==> config.mk <==
export PLATFORM = sky130hd
export DESIGN_NAME = rfpfc_csr
export DESIGN_NICKNAME = d
export VERILOG_FILES = /design/src/rtl/rfpfc_pkg.sv /design/src/rtl/rfpfc_csr.sv
export SDC_FILE = /design/constraint.sdc
export NUM_CORES = 1
export LEC_CHECK = 0
export BUFFER_PORTS_ARGS = -buffer_cell sky130_fd_sc_hd__buf_2
export CORE_ASPECT_RATIO = 0.8
export CORE_MARGIN = 1.5
export CORE_UTILIZATION = 40
export CTS_CLUSTER_DIAMETER = 30
export DETAILED_ROUTE_END_ITERATION = 12
export GPL_ROUTABILITY_DRIVEN = 0
export MAX_ROUTING_LAYER = met4
export PLACE_DENSITY = 0.67
export SKIP_LAST_GASP = 1
export SLEW_MARGIN = 20
export SYNTH_ARGS = -nofsm -noshare
export SYNTH_HDL_FRONTEND = slang
export SYNTH_SLANG_ARGS = --single-unit
==> constraint.sdc <==
create_clock -name clock -period 5.3 [get_ports clock]
set_clock_uncertainty 0.1 [all_clocks]
set_input_delay 1.06 -clock clock [delete_from_list [all_inputs] [get_ports clock]]
set_output_delay 1.06 -clock clock [all_outputs]
set_load 0.03 [all_outputs]
==> src/rtl/rfpfc_pkg.sv <==
// Shared types and constants for the RF pulse frame capture block.
// Used by the register file, the top level and the port checker.
`default_nettype none

package rfpfc_pkg;

   // Capture bank geometry
   localparam int unsigned FRAME_DEPTH = 256;
   localparam int unsigned BANK_SLOTS  = FRAME_DEPTH + 1;
   localparam int unsigned CNT_W       = $clog2(BANK_SLOTS);
   localparam int unsigned HEAD_SLOTS  = 2;

   // Field widths
   localparam int unsigned TIME_W  = 32;
   localparam int unsigned FUNC_W  = 2;
   localparam int unsigned EST_W   = 15;
   localparam int unsigned REQ_W   = 48;
   localparam int unsigned RSP_W   = 48;

   // Configuration port
   localparam int unsigned CSR_AW  = 5;
   localparam int unsigned CSR_DW  = 32;

   // Register indexes
   localparam logic [2:0] REG_SYNC_MIN     = 3'd0;
   localparam logic [2:0] REG_SYNC_MAX     = 3'd1;
   localparam logic [2:0] REG_GLITCH       = 3'd2;
   localparam logic [2:0] REG_MIN_FRAME    = 3'd3;
   localparam logic [2:0] REG_SYNC_CAP     = 3'd4;
   localparam logic [2:0] REG_SYNC_DEFAULT = 3'd5;

   // Reset values
   localparam logic [15:0] RST_SYNC_MIN     = 16'd2500;
   localparam logic [19:0] RST_SYNC_MAX     = 20'd100000;
   localparam logic [9:0]  RST_GLITCH       = 10'd60;
   localparam logic [8:0]  RST_MIN_FRAME    = 9'd20;
   localparam logic [14:0] RST_SYNC_CAP     = 15'd10000;
   localparam logic [14:0] RST_SYNC_DEFAULT = 15'd17000;

   // Function codes
   localparam logic [FUNC_W-1:0] FUNC_EDGE    = 2'd0;
   localparam logic [FUNC_W-1:0] FUNC_READ    = 2'd1;
   localparam logic [FUNC_W-1:0] FUNC_RELEASE = 2'd2;

   // Largest frame length a result can carry
   localparam logic [CNT_W-1:0] MAX_LENGTH = CNT_W'(BANK_SLOTS);

   typedef struct packed {
      logic [15:0] sync_min_us;
      logic [19:0] sync_max_us;
      logic [9:0]  glitch_us;
      logic [8:0]  min_frame_len;
      logic [14:0] sync_cap_us;
      logic [14:0] sync_default_us;
   } cfg_type;

endpackage

`default_nettype wire

==> src/rtl/rfpfc_csr.sv <==
// Configuration register file behind the APB-style port.
// Depends on rfpfc_pkg for register indexes, reset values and cfg_type.
`default_nettype none

module rfpfc_csr
   import rfpfc_pkg::*;
(
   input  wire logic              clock,
   input  wire logic              reset,
   input  wire logic              csr_psel,
   input  wire logic              csr_penable,
   input  wire logic              csr_pwrite,
   input  wire logic [CSR_AW-1:0] csr_paddr,
   input  wire logic [CSR_DW-1:0] csr_pwdata,
   output logic      [CSR_DW-1:0] csr_prdata,
   output logic                   csr_pready,
   output cfg_type                cfg
);

   cfg_type    cfg_ff;
   cfg_type    cfg_in;
   logic       wr_en;
   logic [2:0] reg_idx;

   assign csr_pready = 1'b1;
   assign reg_idx    = csr_paddr[CSR_AW-1:2];
   assign wr_en      = csr_psel && csr_penable && csr_pwrite && csr_pready;
   assign cfg        = cfg_ff;

   always_comb begin
      cfg_in = cfg_ff;
      if (wr_en) begin
         case (reg_idx)
            REG_SYNC_MIN:     cfg_in.sync_min_us     = csr_pwdata[15:0];
            REG_SYNC_MAX:     cfg_in.sync_max_us     = csr_pwdata[19:0];
            REG_GLITCH:       cfg_in.glitch_us       = csr_pwdata[9:0];
            REG_MIN_FRAME:    cfg_in.min_frame_len   = csr_pwdata[8:0];
            REG_SYNC_CAP:     cfg_in.sync_cap_us     = csr_pwdata[14:0];
            REG_SYNC_DEFAULT: cfg_in.sync_default_us = csr_pwdata[14:0];
            default:          cfg_in = cfg_ff;
         endcase
      end
   end

   always_comb begin
      case (reg_idx)
         REG_SYNC_MIN:     csr_prdata = CSR_DW'(cfg_ff.sync_min_us);
         REG_SYNC_MAX:     csr_prdata = CSR_DW'(cfg_ff.sync_max_us);
         REG_GLITCH:       csr_prdata = CSR_DW'(cfg_ff.glitch_us);
         REG_MIN_FRAME:    csr_prdata = CSR_DW'(cfg_ff.min_frame_len);
         REG_SYNC_CAP:     csr_prdata = CSR_DW'(cfg_ff.sync_cap_us);
         REG_SYNC_DEFAULT: csr_prdata = CSR_DW'(cfg_ff.sync_default_us);
         default:          csr_prdata = '0;
      endcase
   end

   always_ff @(posedge clock) begin
      if (reset) begin
         cfg_ff.sync_min_us     <= RST_SYNC_MIN;
         cfg_ff.sync_max_us     <= RST_SYNC_MAX;
         cfg_ff.glitch_us       <= RST_GLITCH;
         cfg_ff.min_frame_len   <= RST_MIN_FRAME;
         cfg_ff.sync_cap_us     <= RST_SYNC_CAP;
         cfg_ff.sync_default_us <= RST_SYNC_DEFAULT;
      end else begin
         cfg_ff <= cfg_in;
      end
   end

endmodule

`default_nettype wire

==> key figures, run 1 <==
Outcome
  – Status: completed

Drt
  – Wire length on met1: between 6000 and 7000 microns
  – Initial DRC Count: 150
  – DR WL met3: 749 microns
  – Met2 WL: between 5000 and 6000 microns
  – Uppermost layer routed: met4
  – Routed WL per cell: 17.9 microns
  – Pre-antenna DRT Iters: 4
  – Vias: between 3,000 and 4,000
  – Via density: about 5.2
  – DRC violations left: 0
  – ANT nets after route: 0
  – Total wire length: about 13,000 microns

Layout
  – Commonest non-fill, non-tap cell in the layout: buf_2
  – Synthesis-to-finish area growth: 20.8%
  – Share of layout cells above drive strength 1: 0.304
  – Max reg flops: 85
  – Ant diodes: 0
  – Filler Cell Count: 995
  – Commonest non-fill, non-tap cells in the layout: buf_2, dfxtp_1, mux2i_1, o21ai_0
  – Layout Cells excl Fill: slightly above 700
  – Nets: roughly 610

Global route
  – Number of global-route vias before repair: around 3,500
  – First-pass GRT wire length: roughly 19,000 microns
  – GR Util All Layers: 0.230
  – Initial antenna violation count: 0
  – Largest net degree at the start of global routing: 48
  – Total grt overflow: 0

Floorplanning
  – Ports: 160
  – Core box area: approximately 10,000 sq um
  – Die area: ~11,000 sq um
  – Initial core utilization: 0.415
  – Die width: 119 microns
  – Site Rows: 33
  – Die Height: approximately 96 microns

Worst setup path
  – Worst Path Arrival: ~2.8 ns
  – Worst Path Class, Setup: in2out
  – Reg2reg start: cfg[21]$_SDFFE_PP0P_
  – Reg2reg end: cfg[21]$_SDFFE_PP0P_
  – Startpoint Class: primary input
  – Crit-path max FO: 22
  – Reg2reg path depth: 3
  – Worst EP required: between 4 and 5 ns
  – Critical path endpoint category: output port
  – Reg2reg setup slack: 4.39 ns

Power
  – Worst vdd ir: ~0.00015 V
  – Internal: ~1.1 mW
  – Overall power: between 1 and 1.5 mW
  – Clock power frac: 0.433
  – Comb power frac: 0.112
  – Sequential Power Share: 0.455
  – Leakage: ~2.4 nW
  – Switching share of power: 0.251
  – Pwr Density: roughly 280 nW/um^2
  – Switching power: between 0.3 and 0.4 mW

Logic synthesis
  – Post-synthesis sequential area ratio: 0.398
  – Top_reg_cell synth: dfxtp_1
  – Ys Warns: 0
  – Cells after synthesis: ~460
  – Synth Area in Compound Gates: 0.111
  – Post-Synth Adder-Cell Area: 0
  – Synthesized area: ~4300 sq um
  – Synth Area per Inst: between 9 and 10 sq um
  – XOR/XNOR Fraction of Synth Area: 0
  – Post-synth EDFFs: 0
  – Synthesized flop and latch total: 85
  – Post-Synth Simple-Gate Area: 0.202
  – Asr flop ratio synth: 0
  – Largest family of logic cells by synthesized area: multiplexers
  – Unique masters post-synth: roughly 40
  – Mux contribution to synthesized area: 0.212

STA
  – Worst slew margin: 0.453
  – Final worst path period need: around 4.0 ns
  – Final setup vio count: 0
  – Fin. Hold Viols: 0
  – Unrepaired setup endpoints after global routing: no
  – Max Clk Rate: ~0.25 GHz
  – Slew Viols, Final: 0
  – Crit share post-route: 0.755
  – Worst Tran Pin Value: slightly above 0.8 ns
  – Final setup TNS: 0 ns

Clocking
  – Hold_buf cts: 0
  – Setup repair bufs after CTS: 0
  – TritonCTS Sinks: 85
  – H-tree levels: 3
  – Post-CTS sizing: 0
  – Reg clk slew, reported paths: around 0.060 ns
  – Max clock buf depth: 2
  – CTS tree: built
  – Latest clock arrival within the worst-skew pair: ~0.33 ns
  – Clock root cell: clkbuf_16
  – CTS Buf Count: 9

Worst hold path
  – Hold Startpoint: cfg[81]$_SDFFE_PP0P_
  – Worst Hold Path Cells: 2
  – Worst hold path type: reg2reg
  – Hold path endpoint: cfg[81]$_SDFFE_PP0P_

Placed design
  – DP Wirelength: ~8600 microns
  – Dpl cells: about 700
  – IO buf count: ~130

Flow run
  – MaxCap Viol Count: 0
[cells by family after synthesis]
group                  count (synthesis)
other                                  2
flip-flops                            85
AO/OA/AOI/OAI                         83
AND/OR/NAND/NOR                      152
multiplexers                          83
buffers and inverters                 53
[layout make-up]
cell class                      instances  area, sq um  share of cell area
Clock inverter                          2         35.0             0.00678
Multi-Input combinational cell        331         2300               0.445
Sequential cell                        85         1700               0.329
Tap cell                              140          175              0.0339
Inverter                                2         7.51             0.00145
Clock buffer                           12          246              0.0477
Timing Repair Buffer                  138          706               0.136
[layer usage]
metal | track usage | vias to the layer above
met5 | - | -
met4 | 0.0442 | 0
met3 | 0.0455 | 7
met2 | 0.374 | 124
met1 | 0.301 | 1807
li1 | - | 1786
[metrics by stage]
stage	hold slack (ns)	util	setup slack, ns	cell area, sq um
6_report	0.383	0.501	1.30	5170
5_1_grt	0.426	0.501	1.19	5170
4_1_cts	0.389	0.501	1.31	5170
3_5_place_dp	0.380	0.474	1.32	4890
3_3_place_gp	0.370	0.474	1.31	4890
2_1_floorplan	0.503	-	1.74	4320
[power groups by stage]
stage	Clock (mW)	Sequential, mW	Combinational (mW)
after floorplan	0	0.670	0.112
after global placement	0	0.661	0.157
after detailed placement	0	0.662	0.159
after CTS	0.622	0.647	0.159
after global routing	0.649	0.648	0.170
final	0.615	0.647	0.159
[synth_stat cells (all sizes together), types with 6 or more instances]
master  number  area, sq um
dfxtp       85         1700
mux2i       67          671
o21ai       48          240
nor2        46          178
nand2b      44          275
buf         37          262
nor2b       25          159
nand3       16         92.6
a21oi       15         75.1
clkbuf      14         52.6
mux2        11          124
nand2        6         30.0
[critical path, cell delays in order]
cell and delay (ns):
buf_2 0.47, buf_4 0.37, mux2_2 0.36, a32oi_1 0.22, o21ai_0 0.13, buf_2 0.21
[how the worst max path moves through the flow]
stage | to | from | cells past startpoint
after floorplan | csr_prdata[15] | csr_paddr[2] | 5
after global placement | csr_prdata[3] | csr_paddr[2] | 6
after detailed placement | csr_prdata[3] | csr_paddr[2] | 6
after CTS | csr_prdata[3] | csr_paddr[2] | 6
after global routing | csr_prdata[3] | csr_paddr[2] | 6
final | csr_prdata[3] | csr_paddr[2] | 6
No activity file was read; power rests on OpenSTA's default activity.
==> run 2, diff against run 1 <==
PLACE_DENSITY = 0.7   (was 0.67)
clock period = 3.6 ns   (was 5.3 ns; I/O delays follow)
==> run 2 against run 1 <==
Effect of this change: cell count up 0.99%; via count up 3.6%; power up 46%; critical path depth unchanged; hold slack better by 0.0094 ns; register-to-register slack worse by 1.7 ns; sequential share of layout area down 0.35 points; clock-buffer cell count down 2; first-iteration DRC count up 6.0%; global-route usage up 0.14 points; critical path type unchanged.
==> key figures, run 2 (synthesis results as in run 1) <==
Clocking
  – TritonCTS Sinks: 85 (unchanged)
  – Setup repair bufs after CTS: 0 (unchanged)
  – Latest clock arrival within the worst-skew pair: 0.33 ns (about the same)
  – Clock root cell: clkbuf_16
  – CTS tree: built
  – Hold_buf cts: 0 (unchanged)
  – Post-CTS sizing: 0 (unchanged)
  – Max clock buf depth: 2 (unchanged)
  – Reg clk slew, reported paths: 0.06 ns (about the same)
  – H-tree levels: 3 (unchanged)
  – CTS Buf Count: 9 (unchanged)

STA
  – Slew Viols, Final: 0 (unchanged)
  – Fin. Hold Viols: 0 (unchanged)
  – Max Clk Rate: ~0.32 GHz
  – Worst slew margin: 0.555 (+0.103)
  – Final setup TNS: 0 ns (unchanged)
  – Final setup vio count: 0 (unchanged)
  – Final worst path period need: slightly above 3 ns
  – Hold WS: 0.393 ns (+0.00942 ns)
  – Worst Tran Pin Value: 0.667 ns (-0.153 ns)
  – Crit share post-route: 0.866
  – Unrepaired setup endpoints after global routing: no

Worst setup path
  – Critical path endpoint category: output port
  – Worst Path Arrival: 2.30 ns (-0.54 ns)
  – Reg2reg end: cfg[22]$_SDFFE_PP0P_
  – Reg2reg start: cfg[22]$_SDFFE_PP0P_
  – Max incr delay on CP: 0.35 ns (-0.12 ns)
  – Worst Path Class, Setup: in2out
  – Startpoint Class: primary input
  – Worst EP required: 2.78 ns (-1.36 ns)
  – Reg2reg path depth: 3 (unchanged)
  – Most used cell, CP: buf_2
  – Reg2reg setup slack: 2.69 ns (-1.70 ns)
  – CP Cell Sequence: buf_2 -> buf_4 -> mux2_2 -> a32oi_1 -> o21ai_0 -> buf_2
  – Crit-path max FO: 16 (-27%)
  – Slowest cell on crit path: buf_2

Drt
  – Routed WL per cell: 18.0 microns (+0.37%)
  – Total wire length: 12,900 microns (+1.4%)
  – Pre-antenna DRT Iters: 4 (unchanged)
  – DRC violations left: 0 (unchanged)
  – Via density: 5.38 (+2.6%)
  – ANT nets after route: 0 (unchanged)
  – Initial DRC Count: 159 (+6.0%)
  – Vias: 3,858 (+3.6%)

Floorplanning
  – Die Height: 95.5 microns (unchanged)
  – Die width: 119 microns (unchanged)
  – Initial core utilization: 0.415 (unchanged)
  – Core box area: 10,300 sq um (unchanged)
  – Ports: 160 (unchanged)
  – Site Rows: 33 (unchanged)
  – Die area: 11,300 sq um (unchanged)

Layout
  – Sequential cell area: 1700 sq um (unchanged)
  – Share of layout cells above drive strength 1: 0.315 (+0.0119)
  – Commonest non-fill, non-tap cell in the layout: buf_2
  – Commonest non-fill, non-tap cells in the layout: buf_2, dfxtp_1, mux2i_1, o21ai_0
  – Nets: 614 (+0.82%)
  – Multi-input gate area: 2300 sq um (unchanged)
  – Filler Cell Count: 988 (-0.70%)
  – Max reg flops: 85 (unchanged)
  – Synthesis-to-finish area growth: 22.1%
  – Ant diodes: 0 (unchanged)

Global route
  – Number of global-route vias before repair: 3,688 (+5.1%)
  – GR Util All Layers: 0.231 (+0.00143)
  – Largest net degree at the start of global routing: 64 (+33%)
  – Total grt overflow: 0 (unchanged)
  – Initial antenna violation count: 0 (unchanged)
  – First-pass GRT wire length: 19,600 microns (+1.5%)

Placed design
  – IO buf count: 132 (unchanged)
  – DP Wirelength: 9060 microns (+5.7%)

Outcome
  – Status: completed

Power
  – Overall power: 2.08 mW (+46%)
  – Worst vdd ir: 0.000256 V (+68%)
  – Leakage: 2.44 nW (+1.2%)
  – Pwr Density: 398 nW/um^2 (+45%)

Worst hold path
  – Hold path endpoint: cfg[45]$_SDFFE_PP0P_
  – Hold Startpoint: cfg[45]$_SDFFE_PP0P_
  – Worst Hold Path Cells: 2 (unchanged)
  – Worst hold path type: reg2reg

Flow run
  – MaxCap Viol Count: 0 (unchanged)
## run 2: changes by cell type in the layout (fill, tap and decap cells not counted), sizes merged
cell and delta:
buf +5, bufinv -1, inv +1, clkinvlp +1, clkbuf -2, clkinv +3
## run 2: area by class of cell
| class | instances | area share |
|---|---|---|
| Inverter | 2 | 0.00144 |
| Timing Repair Buffer | 143 | 0.145 |
| Sequential cell | 85 | 0.326 |
| Multi-Input combinational cell | 331 | 0.440 |
| Clock buffer | 10 | 0.0457 |
| Tap cell | 140 | 0.0335 |
| Clock inverter | 6 | 0.00910 |
## run 2: stage by stage
| step | cells | cell area, sq um | util | setup WS, ns |
|---|---|---|---|---|
| finish | 717 | 5230 | 0.506 | 0.482 |
| global route | 717 | 5230 | 0.506 | 0.422 |
| CTS | 717 | 5230 | 0.506 | 0.516 |
| detailed placement | 701 | 4940 | 0.478 | 0.525 |
| global placement | 701 | 4940 | 0.478 | 0.536 |
| floorplan | 469 | 4320 | - | 0.722 |
## run 2: how the worst max path moves through the flow
| stage | cells past startpoint | from | end |
|---|---|---|---|
| 6_report | 6 | csr_paddr[2] | csr_prdata[3] |
| 5_1_grt | 6 | csr_paddr[3] | csr_prdata[4] |
| 4_1_cts | 6 | csr_paddr[2] | csr_prdata[3] |
| 3_5_place_dp | 6 | csr_paddr[2] | csr_prdata[3] |
| 3_3_place_gp | 6 | csr_paddr[2] | csr_prdata[3] |
| 2_1_floorplan | 5 | csr_paddr[2] | csr_prdata[15] |
## run 2: critical path, delay by kind of cell
kind / cells / cell delay [ns]
compound gates: 2 / 0.38
mux: 1 / 0.35
buf+inv: 3 / 0.86
## run 2: report_power, final
part           switching [mW]  internal, mW  total (mW)
registers             0.00555         0.947       0.953
logic                   0.163        0.0769       0.240
clock network           0.393         0.491       0.884
## run 2: layer usage
layer	part of all wire	vias to the layer above	wire [microns]	GRT usage
met3	0.056	16	720	0.0437
met1	0.45	1911	5860	0.294
met5	0	-	0	-
li1	-	1784	-	-
met2	0.48	147	6170	0.381
met4	0.012	0	153	0.0612
